## config.mk

```make
export PLATFORM = sky130hd
export DESIGN_NAME = hsv_pixel_color_classifier_core
export DESIGN_NICKNAME = d
export VERILOG_FILES = /design/src/design/hsv_pkg.sv /design/src/design/hsv_pixel_color_classifier_core.sv /design/src/design/hsv_front.sv /design/src/design/hsv_div_stage.sv /design/src/design/hsv_finish.sv
export VERILOG_INCLUDE_DIRS = /design/src /design/src/design
export SDC_FILE = /design/constraint.sdc
export NUM_CORES = 1
export LEC_CHECK = 0
export CAP_MARGIN = 20
export CORE_MARGIN = 2
export CORE_UTILIZATION = 47
export CTS_CLUSTER_DIAMETER = 40
export DETAILED_ROUTE_END_ITERATION = 16
export DONT_BUFFER_PORTS = 1
export GPL_TIMING_DRIVEN = 0
export SYNTH_ARGS = -nofsm -noshare
export SYNTH_HDL_FRONTEND = slang
export SYNTH_HIERARCHICAL = 1
export SYNTH_SLANG_ARGS = --single-unit
```

## constraint.sdc

```tcl
create_clock -name clock -period 5.25 [get_ports clock]
set_input_delay 0.7875 -clock clock [delete_from_list [all_inputs] [get_ports clock]]
set_output_delay 0.7875 -clock clock [all_outputs]
set_load 0.02 [all_outputs]
```

## src/design/hsv_pixel_color_classifier_core_macros.svh

```systemverilog
// Assertion macros for the HSV pixel colour classifier.
`ifndef HSV_PIXEL_COLOR_CLASSIFIER_CORE_MACROS_SVH
`define HSV_PIXEL_COLOR_CLASSIFIER_CORE_MACROS_SVH
`ifndef SYNTH
// Same-cycle implication.
`define HSV_ASSERT_IMP(name, clk, rst, ante, cons) \
   name: assert property (@(posedge clk) disable iff (rst) (ante) |-> (cons)) \
      else $error("hsv assertion failed");
// Next-cycle implication.
`define HSV_ASSERT_NXT(name, clk, rst, ante, cons) \
   name: assert property (@(posedge clk) disable iff (rst) (ante) |=> (cons)) \
      else $error("hsv assertion failed");
`else
`define HSV_ASSERT_IMP(name, clk, rst, ante, cons)
`define HSV_ASSERT_NXT(name, clk, rst, ante, cons)
`endif
`endif

```

## src/design/hsv_pkg.sv

```systemverilog
// Shared types, constants and functions of the HSV pixel colour classifier.
package hsv_pkg;

   // Divider geometry: 13 quotient bits, 20-bit dividend, 8-bit divisor
   localparam int QUO_W     = 13;
   localparam int DIVD_W    = 20;
   localparam int DIV_STEPS = QUO_W;

   localparam logic [11:0] HUE_FULL     = 12'd2880;
   localparam logic [12:0] SAT_SCALE    = 13'd4096;
   localparam logic [11:0] HUE_OFF_RED  = 12'd0;
   localparam logic [11:0] HUE_OFF_GRN  = 12'd960;
   localparam logic [11:0] HUE_OFF_BLU  = 12'd1920;

   // Configuration register indexes
   localparam int CSR_INDEX_W = 3;
   localparam logic [CSR_INDEX_W-1:0] CSR_SAT_LIMIT  = 3'd0;
   localparam logic [CSR_INDEX_W-1:0] CSR_DARK_LIMIT = 3'd1;
   localparam logic [CSR_INDEX_W-1:0] CSR_YEL_LOW    = 3'd2;
   localparam logic [CSR_INDEX_W-1:0] CSR_GRN_LOW    = 3'd3;
   localparam logic [CSR_INDEX_W-1:0] CSR_GRN_HIGH   = 3'd4;
   localparam int CSR_DATA_W = 13;

   typedef enum logic [1:0] {
      SECTOR_RED   = 2'd0,
      SECTOR_GREEN = 2'd1,
      SECTOR_BLUE  = 2'd2
   } sector_type;

   typedef enum logic [1:0] {
      CLASS_BLACK  = 2'd0,
      CLASS_GRAY   = 2'd1,
      CLASS_YELLOW = 2'd2,
      CLASS_GREEN  = 2'd3
   } color_class_type;

   typedef struct packed {
      logic [7:0] red_in;
      logic [7:0] green_in;
      logic [7:0] blue_in;
   } req_type;

   typedef struct packed {
      logic [1:0]  color_class;
      logic [7:0]  red_out;
      logic [7:0]  green_out;
      logic [7:0]  blue_out;
      logic [11:0] hue;
      logic [12:0] saturation;
      logic [7:0]  brightness;
   } rsp_type;

   typedef struct packed {
      logic [12:0] sat_limit;
      logic [8:0]  dark_limit;
      logic [11:0] yellow_low;
      logic [11:0] green_low;
      logic [11:0] green_high;
   } cfg_type;

   // One restoring-divider lane: partial remainder, dividend/quotient shifter
   typedef struct packed {
      logic [7:0]       rem;
      logic [QUO_W-1:0] bits;
      logic [7:0]       divisor;
   } div_lane_type;

   typedef struct packed {
      div_lane_type hue;
      div_lane_type sat;
      logic         hue_neg;
      sector_type   sector;
      logic [7:0]   brightness;
   } div_type;

   function automatic logic [23:0] class_palette(color_class_type cls);
      logic [23:0] rgb;
      case (cls)
         CLASS_BLACK:  rgb = {8'd0,   8'd0,   8'd0};
         CLASS_GRAY:   rgb = {8'd120, 8'd120, 8'd120};
         CLASS_YELLOW: rgb = {8'd180, 8'd160, 8'd60};
         CLASS_GREEN:  rgb = {8'd80,  8'd140, 8'd80};
         default:      rgb = {8'd0,   8'd0,   8'd0};
      endcase
      return rgb;
   endfunction

   function automatic logic [11:0] sector_offset(sector_type sec);
      logic [11:0] off;
      case (sec)
         SECTOR_RED:   off = HUE_OFF_RED;
         SECTOR_GREEN: off = HUE_OFF_GRN;
         SECTOR_BLUE:  off = HUE_OFF_BLU;
         default:      off = HUE_OFF_RED;
      endcase
      return off;
   endfunction

endpackage

```

## src/design/hsv_pixel_color_classifier_core.sv

```systemverilog
// Top level of the HSV pixel colour classifier: CSRs and pipeline assembly.
//
//   channel   direction   handshake            payload
//   req_      in          req_valid/req_stall  hsv_pkg::req_type (red, green, blue)
//   rsp_      out         rsp_valid/rsp_stall  hsv_pkg::rsp_type (class, palette, HSV)
//   csr_      in          csr_we               csr_index, csr_wdata
//
// One pixel per clock while rsp_stall is low; 2 front-end stages, 13 divider stages
// (one quotient bit per stage for both the hue and saturation dividers), 2 back-end stages.
// Synchronous reset clears every stage's valid bit and loads the threshold defaults.
// Each stage holds while its successor is full; empty stages keep filling, so
// bubbles close up and nothing is dropped or repeated under rsp_stall.
module hsv_pixel_color_classifier_core (
   input  logic                               clock,
   input  logic                               reset,
   input  logic                               req_valid,
   output logic                               req_stall,
   input  hsv_pkg::req_type                   req_data,
   output logic                               rsp_valid,
   input  logic                               rsp_stall,
   output hsv_pkg::rsp_type                   rsp_data,
   input  logic                               csr_we,
   input  logic [hsv_pkg::CSR_INDEX_W-1:0]    csr_index,
   input  logic [hsv_pkg::CSR_DATA_W-1:0]     csr_wdata
);
   import hsv_pkg::*;

   cfg_type cfg_ff;
   logic    front_ready;
   logic    fin_ready;
   logic    div_valid [0:DIV_STEPS];
   div_type div_data  [0:DIV_STEPS];
   logic    div_ready [0:DIV_STEPS];

   // Threshold registers
   always_ff @(posedge clock) begin
      if (reset) begin
         cfg_ff.sat_limit  <= 13'd615;
         cfg_ff.dark_limit <= 9'd51;
         cfg_ff.yellow_low <= 12'd240;
         cfg_ff.green_low  <= 12'd720;
         cfg_ff.green_high <= 12'd1200;
      end else if (csr_we) begin
         case (csr_index)
            CSR_SAT_LIMIT:  cfg_ff.sat_limit  <= csr_wdata;
            CSR_DARK_LIMIT: cfg_ff.dark_limit <= csr_wdata[8:0];
            CSR_YEL_LOW:    cfg_ff.yellow_low <= csr_wdata[11:0];
            CSR_GRN_LOW:    cfg_ff.green_low  <= csr_wdata[11:0];
            CSR_GRN_HIGH:   cfg_ff.green_high <= csr_wdata[11:0];
            default:        ;
         endcase
      end
   end

   hsv_front u_front (
      .clock     (clock),
      .reset     (reset),
      .in_valid  (req_valid),
      .in_data   (req_data),
      .in_ready  (front_ready),
      .out_valid (div_valid[0]),
      .out_data  (div_data[0]),
      .out_ready (div_ready[0])
   );

   // Divider chain
   for (genvar i = 0; i < DIV_STEPS; i++) begin : g_div
      hsv_div_stage u_step (
         .clock     (clock),
         .reset     (reset),
         .in_valid  (div_valid[i]),
         .in_data   (div_data[i]),
         .in_ready  (div_ready[i]),
         .out_valid (div_valid[i+1]),
         .out_data  (div_data[i+1]),
         .out_ready (div_ready[i+1])
      );
   end

   assign div_ready[DIV_STEPS] = fin_ready;

   hsv_finish u_finish (
      .clock     (clock),
      .reset     (reset),
      .cfg       (cfg_ff),
      .in_valid  (div_valid[DIV_STEPS]),
      .in_data   (div_data[DIV_STEPS]),
      .in_ready  (fin_ready),
      .out_valid (rsp_valid),
      .out_data  (rsp_data),
      .out_ready (!rsp_stall)
   );

   assign req_stall = !front_ready;

endmodule

```

## src/design/hsv_front.sv

```systemverilog
// Front end: max/min search, hue sector, then delta and divider set-up.
module hsv_front (
   input  logic             clock,
   input  logic             reset,
   input  logic             in_valid,
   input  hsv_pkg::req_type in_data,
   output logic             in_ready,
   output logic             out_valid,
   output hsv_pkg::div_type out_data,
   input  logic             out_ready
);
   import hsv_pkg::*;

   typedef struct packed {
      logic [7:0] mx;
      logic [7:0] mn;
      sector_type sector;
      logic [7:0] num_a;
      logic [7:0] num_b;
   } minmax_type;

   logic       s1_valid_ff;
   minmax_type s1_data_ff;
   minmax_type s1_data_in;
   logic       s1_ready;
   logic       s2_valid_ff;
   div_type    s2_data_ff;
   div_type    s2_data_in;
   logic       s2_ready;

   // Stage 1: max, min and which channel leads
   always_comb begin
      logic [7:0] r;
      logic [7:0] g;
      logic [7:0] b;
      logic [7:0] mx;
      logic [7:0] mn;
      r  = in_data.red_in;
      g  = in_data.green_in;
      b  = in_data.blue_in;
      mx = r;
      mn = r;
      if (g > mx) mx = g;
      if (b > mx) mx = b;
      if (g < mn) mn = g;
      if (b < mn) mn = b;
      s1_data_in.mx = mx;
      s1_data_in.mn = mn;
      if (mx == r) begin
         s1_data_in.sector = SECTOR_RED;
         s1_data_in.num_a  = g;
         s1_data_in.num_b  = b;
      end else if (mx == g) begin
         s1_data_in.sector = SECTOR_GREEN;
         s1_data_in.num_a  = b;
         s1_data_in.num_b  = r;
      end else begin
         s1_data_in.sector = SECTOR_BLUE;
         s1_data_in.num_a  = r;
         s1_data_in.num_b  = g;
      end
   end

   // Stage 2: delta, numerator magnitude, dividends 480*|num| and 4096*delta
   always_comb begin
      logic [7:0]        delta;
      logic [7:0]        mag;
      logic              neg;
      logic [DIVD_W-1:0] dvd_hue;
      logic [DIVD_W-1:0] dvd_sat;
      delta   = s1_data_ff.mx - s1_data_ff.mn;
      neg     = s1_data_ff.num_a < s1_data_ff.num_b;
      mag     = neg ? (s1_data_ff.num_b - s1_data_ff.num_a)
                    : (s1_data_ff.num_a - s1_data_ff.num_b);
      dvd_hue = ({{(DIVD_W-8){1'b0}}, mag} << 9) - ({{(DIVD_W-8){1'b0}}, mag} << 5);
      dvd_sat = {delta, {(DIVD_W-8){1'b0}}};
      s2_data_in.hue.rem     = {1'b0, dvd_hue[DIVD_W-1:QUO_W]};
      s2_data_in.hue.bits    = dvd_hue[QUO_W-1:0];
      s2_data_in.hue.divisor = delta;
      s2_data_in.sat.rem     = {1'b0, dvd_sat[DIVD_W-1:QUO_W]};
      s2_data_in.sat.bits    = dvd_sat[QUO_W-1:0];
      s2_data_in.sat.divisor = s1_data_ff.mx;
      s2_data_in.hue_neg     = neg;
      s2_data_in.sector      = s1_data_ff.sector;
      s2_data_in.brightness  = s1_data_ff.mx;
   end

   assign s2_ready = !s2_valid_ff || out_ready;
   assign s1_ready = !s1_valid_ff || s2_ready;
   assign in_ready = s1_ready;

   always_ff @(posedge clock) begin
      if (reset) begin
         s1_valid_ff <= 1'b0;
         s2_valid_ff <= 1'b0;
      end else begin
         if (s1_ready) s1_valid_ff <= in_valid;
         if (s2_ready) s2_valid_ff <= s1_valid_ff;
      end
      if (s1_ready && in_valid)    s1_data_ff <= s1_data_in;
      if (s2_ready && s1_valid_ff) s2_data_ff <= s2_data_in;
   end

   assign out_valid = s2_valid_ff;
   assign out_data  = s2_data_ff;

endmodule

```

## src/design/hsv_div_stage.sv

```systemverilog
// One restoring-division step for the hue and saturation lanes.
`include "hsv_pixel_color_classifier_core_macros.svh"
module hsv_div_stage (
   input  logic             clock,
   input  logic             reset,
   input  logic             in_valid,
   input  hsv_pkg::div_type in_data,
   output logic             in_ready,
   output logic             out_valid,
   output hsv_pkg::div_type out_data,
   input  logic             out_ready
);
   import hsv_pkg::*;

   logic    valid_ff;
   div_type data_ff;
   div_type data_in;

   // Shift in the next dividend bit, subtract when it fits, shift in the quotient bit
   function automatic div_lane_type lane_step(div_lane_type l);
      div_lane_type o;
      logic [8:0]   trial;
      logic [8:0]   dvs;
      trial = {l.rem, l.bits[QUO_W-1]};
      dvs   = {1'b0, l.divisor};
      o     = l;
      if (trial >= dvs) begin
         o.rem  = 8'(trial - dvs);
         o.bits = {l.bits[QUO_W-2:0], 1'b1};
      end else begin
         o.rem  = trial[7:0];
         o.bits = {l.bits[QUO_W-2:0], 1'b0};
      end
      return o;
   endfunction

   always_comb begin
      data_in     = in_data;
      data_in.hue = lane_step(in_data.hue);
      data_in.sat = lane_step(in_data.sat);
   end

   assign in_ready = !valid_ff || out_ready;

   always_ff @(posedge clock) begin
      if (reset) begin
         valid_ff <= 1'b0;
      end else if (in_ready) begin
         valid_ff <= in_valid;
      end
      if (in_ready && in_valid) data_ff <= data_in;
   end

   assign out_valid = valid_ff;
   assign out_data  = data_ff;

   // Partial remainders stay below their divisors
   `HSV_ASSERT_IMP(a_sat_rem_bound, clock, reset, valid_ff && (data_ff.sat.divisor != 8'd0), data_ff.sat.rem < data_ff.sat.divisor)
   `HSV_ASSERT_IMP(a_hue_rem_bound, clock, reset, valid_ff && (data_ff.hue.divisor != 8'd0), data_ff.hue.rem < data_ff.hue.divisor)
   // A zero maximum means a zero delta
   `HSV_ASSERT_IMP(a_black_no_delta, clock, reset, valid_ff && (data_ff.sat.divisor == 8'd0), data_ff.hue.divisor == 8'd0)

endmodule

```

## src/design/hsv_finish.sv

```systemverilog
// Back end: hue rounding, sector offset and wrap, then class and palette.
`include "hsv_pixel_color_classifier_core_macros.svh"
module hsv_finish (
   input  logic             clock,
   input  logic             reset,
   input  hsv_pkg::cfg_type cfg,
   input  logic             in_valid,
   input  hsv_pkg::div_type in_data,
   output logic             in_ready,
   output logic             out_valid,
   output hsv_pkg::rsp_type out_data,
   input  logic             out_ready
);
   import hsv_pkg::*;

   typedef struct packed {
      logic [11:0] hue;
      logic [12:0] saturation;
      logic [7:0]  brightness;
   } hsv_val_type;

   logic        a_valid_ff;
   hsv_val_type a_data_ff;
   hsv_val_type a_data_in;
   logic        a_ready;
   logic        b_valid_ff;
   rsp_type     b_data_ff;
   rsp_type     b_data_in;
   logic        b_ready;

   // Stage A: floor of the signed quotient, sector offset, wrap into 0..2879
   always_comb begin
      logic              round_up;
      logic [9:0]        mag;
      logic signed [12:0] base;
      logic signed [12:0] h;
      round_up = in_data.hue_neg && (in_data.hue.rem != 8'd0);
      mag      = {1'b0, in_data.hue.bits[8:0]} + {9'd0, round_up};
      base     = $signed({1'b0, sector_offset(in_data.sector)});
      if (in_data.hue_neg) h = base - $signed({3'b000, mag});
      else                 h = base + $signed({3'b000, mag});
      if (h < 13'sd0) h = h + $signed({1'b0, HUE_FULL});
      if (in_data.hue.divisor == 8'd0) h = 13'sd0;
      a_data_in.hue        = h[11:0];
      a_data_in.saturation = (in_data.sat.divisor == 8'd0) ? 13'd0 : in_data.sat.bits;
      a_data_in.brightness = in_data.brightness;
   end

   // Stage B: threshold tests and palette lookup
   always_comb begin
      color_class_type cls;
      logic [23:0]     rgb;
      if (a_data_ff.saturation < cfg.sat_limit) begin
         cls = ({1'b0, a_data_ff.brightness} < cfg.dark_limit) ? CLASS_BLACK : CLASS_GRAY;
      end else if ((a_data_ff.hue >= cfg.yellow_low) && (a_data_ff.hue < cfg.green_low)) begin
         cls = CLASS_YELLOW;
      end else if ((a_data_ff.hue >= cfg.green_low) && (a_data_ff.hue < cfg.green_high)) begin
         cls = CLASS_GREEN;
      end else begin
         cls = CLASS_BLACK;
      end
      rgb                   = class_palette(cls);
      b_data_in.color_class = cls;
      b_data_in.red_out     = rgb[23:16];
      b_data_in.green_out   = rgb[15:8];
      b_data_in.blue_out    = rgb[7:0];
      b_data_in.hue         = a_data_ff.hue;
      b_data_in.saturation  = a_data_ff.saturation;
      b_data_in.brightness  = a_data_ff.brightness;
   end

   assign b_ready  = !b_valid_ff || out_ready;
   assign a_ready  = !a_valid_ff || b_ready;
   assign in_ready = a_ready;

   always_ff @(posedge clock) begin
      if (reset) begin
         a_valid_ff <= 1'b0;
         b_valid_ff <= 1'b0;
      end else begin
         if (a_ready) a_valid_ff <= in_valid;
         if (b_ready) b_valid_ff <= a_valid_ff;
      end
      if (a_ready && in_valid)   a_data_ff <= a_data_in;
      if (b_ready && a_valid_ff) b_data_ff <= b_data_in;
   end

   assign out_valid = b_valid_ff;
   assign out_data  = b_data_ff;

   // Hue always wrapped into range, saturation never above full scale
   `HSV_ASSERT_IMP(a_hue_range, clock, reset, a_valid_ff, a_data_ff.hue < HUE_FULL)
   `HSV_ASSERT_IMP(a_sat_range, clock, reset, b_valid_ff, b_data_ff.saturation <= SAT_SCALE)
   // An all-zero pixel has no saturation and no hue
   `HSV_ASSERT_IMP(a_black_pixel, clock, reset, b_valid_ff && (b_data_ff.brightness == 8'd0), (b_data_ff.saturation == 13'd0) && (b_data_ff.hue == 12'd0))
   // A held stage A transaction is still there next cycle
   `HSV_ASSERT_NXT(a_stage_hold, clock, reset, a_valid_ff && !b_ready, a_valid_ff)

endmodule
```

==> summary.txt <==
Status
  • Status: complete, no violations

Yosys
  • Post-Syn Instances: 3713
  • Synthesized area: 51400 µm²
  • Mean Syn Cell Area: 13.8 µm²
  • Synth warn: 6

Timing
  • Fmax: 0.202 GHz
  • Final period util: a little over nine tenths
  • Final worst slack: about 0.30 ns
  • Slew @ Worst Pin: 0.996 ns
  • Hold Worst Slack: 0.148 ns
  • Pins Over Slew Limit: 0
  • Fin Clk Skew: 0.0247 ns
  • Rel. slew slack: 33.5%
  • Final min period: ~5.0 ns
  • Final setup violating endpoints: 0
  • Hold Vio Cnt, Final: 0
  • RSZ-0062 raised after global routing: false

Floorplan
  • Die H: 335 µm
  • Starting density of the core: a little under half
  • Core ar.: 109000 µm²
  • Row cnt: between 100 and 150
  • Die span in x: between 300 and 400 µm
  • Die Area: 112000 µm²
  • # IOs: 106

Clock tree
  • Num CTS Buffers: around 150
  • Cts-stage hold buffer count: 0
  • CTS Root Cell: clkbuf_16
  • Maximum clock insertion buffer count: 3
  • H-tree depth: 4
  • CTS tree: done
  • Clock latency on the worst-skew pair: 0.73 ns
  • Worst-path clk slew: 0.05 ns
  • Clock Sinks: 1058

GRT
  • Total global routing overflow: 0
  • Vias in the first global route: 28500
  • Initial antenna violation count: 0
  • Wire length of the first global-routing pass: 144000 µm
  • Largest net degree at the start of global routing: 68
  • Gr usage total: 15.8%

Placement
  • Hpwl dp: 63300 µm
  • Placed cells: between 5000 and 6000
  • Gp weighted congestion: 0.860
  • Post-place setup slack: -0.691 ns
  • Number of buffers added on ports: 0

Pwr
  • Pwr/cell area: 358 nW/µm²
  • Maximum VDD drop: 0.297 mV
  • Total power: 20.9 mW
  • Leakage: around 23 nW

Final layout
  • Most common cell after layout, fill and taps aside: edfxtp_1
  • Area of the multi-input gates: 18200 µm²
  • Layout Nets: 4301
  • Area delta synth->final: 13.7%
  • Most frequent cells in the layout: edfxtp_1, inv_1, ha_1
  • Register Area: a little over 30000 µm²
  • Layout cells sized above 1: about 16%
  • Fin cells: about 5400
  • Filler instances: 8869
  • Ant. Diodes: 0

Worst setup path
  • Worst Setup End Kind: register
  • CP max-delay cell: nor4bb_4
  • Crit path kind: in2reg
  • Critical path's largest stage delay: 0.37 ns
  • Crit-path cells: clkbuf_2 > inv_1 > ha_1 > a211oi_2 > nor2_4 > nor4bb_4 > nor2_4 > buf_6 > o21a_1 > ha_1 > and4b_1 > a211oi_1 > nor2_1 > o22ai_1 > buf_2 > o21ai_0 > o221ai_1 > a211o_1 > buf_4 > buf_2 > mux2i_1 > mux2i_1
  • CP Data Required Time: 5.71 ns
  • Critical path data arrival time: approximately 5.4 ns
  • Worst-path fanout max: 10
  • Worst reg2reg path depth: 15
  • Worst setup SP type: input pin

Route
  • Drt drc: 0
  • Post-route antenna net violation count: 0
  • Vias/cell: 5.13
  • Pre-Repair DR Iteration Count: 5
  • Avg WL per Cell: 16.0 µm
  • Iter 0 DRT Violations: 1371
  • Post-Route WL: 87000 µm
  • DR vias: 27800

Worst hold path
  • Hold Path Depth: 1
  • Worst hold-check path type: in2reg

Run
  • MaxCap Viol Count: 0
## final timing paths
kind | start | to | slack [ns]
max | req_data[21] | u_front/s1_data_ff[5] | 0.30
min | reset | u_front/s1_valid_ff | 0.15
max reg2reg | g_div[12].u_step/out_data[10] | u_finish/a_data_ff[30] | 0.84
min reg2reg | g_div[0].u_step/out_data[6] | g_div[1].u_step/out_data[6] | 0.40
## stage by stage
stage	area, µm²	setup TNS (ns)	util (%)
after floorplan	51400	0	-
after global placement	53200	-125.96	49.0
after detailed placement	53400	-10.23	49.2
after CTS	58300	0	53.7
after global routing	58400	0	53.8
final	58400	0	53.8
## critical path: cells and delay by family
| family | cells | cell delay [ns] |
|---|---|---|
| AO/OA/AOI/OAI | 7 | 1.50 |
| adder cells (fa/ha/maj) | 2 | 0.63 |
| buffers and inverters | 6 | 1.30 |
| multiplexers | 2 | 0.33 |
| AND/OR/NAND/NOR | 5 | 0.83 |
## registers in the layout, indices dropped and copies added, names as in the netlist, 13 cells and up
| name | cells |
|---|---|
| g_div.u_step/out_data | 843 |
| cfg_ff | 58 |
| u_finish/out_data | 41 |
| u_front/s1_data_ff | 34 |
| u_finish/a_data_ff | 33 |
| u_front/out_data | 32 |
| g_div.u_step/out_valid | 13 |
## routing by layer
layer	track usage (%)	vias to the layer above	part of all wire (%)
met5	0	-	0
met2	27.6	417	50
met4	5.76	0	2.7
li1	-	14000	-
met3	3.07	170	3.6
met1	19.4	13200	44
## report_power, final
group	switching [mW]	internal (mW)
clock network	3.70	5.84
logic	1.05	0.881
registers	0.0748	9.39
total	4.82	16.1
## layout make-up
class,count,share of cell area (%)
Tap cell,1414,3.03
Clock buffer,166,6.44
Timing Repair Buffer,13,0.356
Sequential cell,1058,53.1
Buffer,98,1.15
Inverter,450,2.89
Multi-Input combinational cell,2131,31.1
Clock inverter,99,1.89
## what timing repair did
action,4_1_cts,5_1_grt
cloned,0,0
endpoints found under the setup margin,1,19
hold endpoints to repair,0,0
setup buffers,0,7
resized for setup,7,16
pin swaps,0,1
Note: power is estimated with default switching activity, not from simulation.
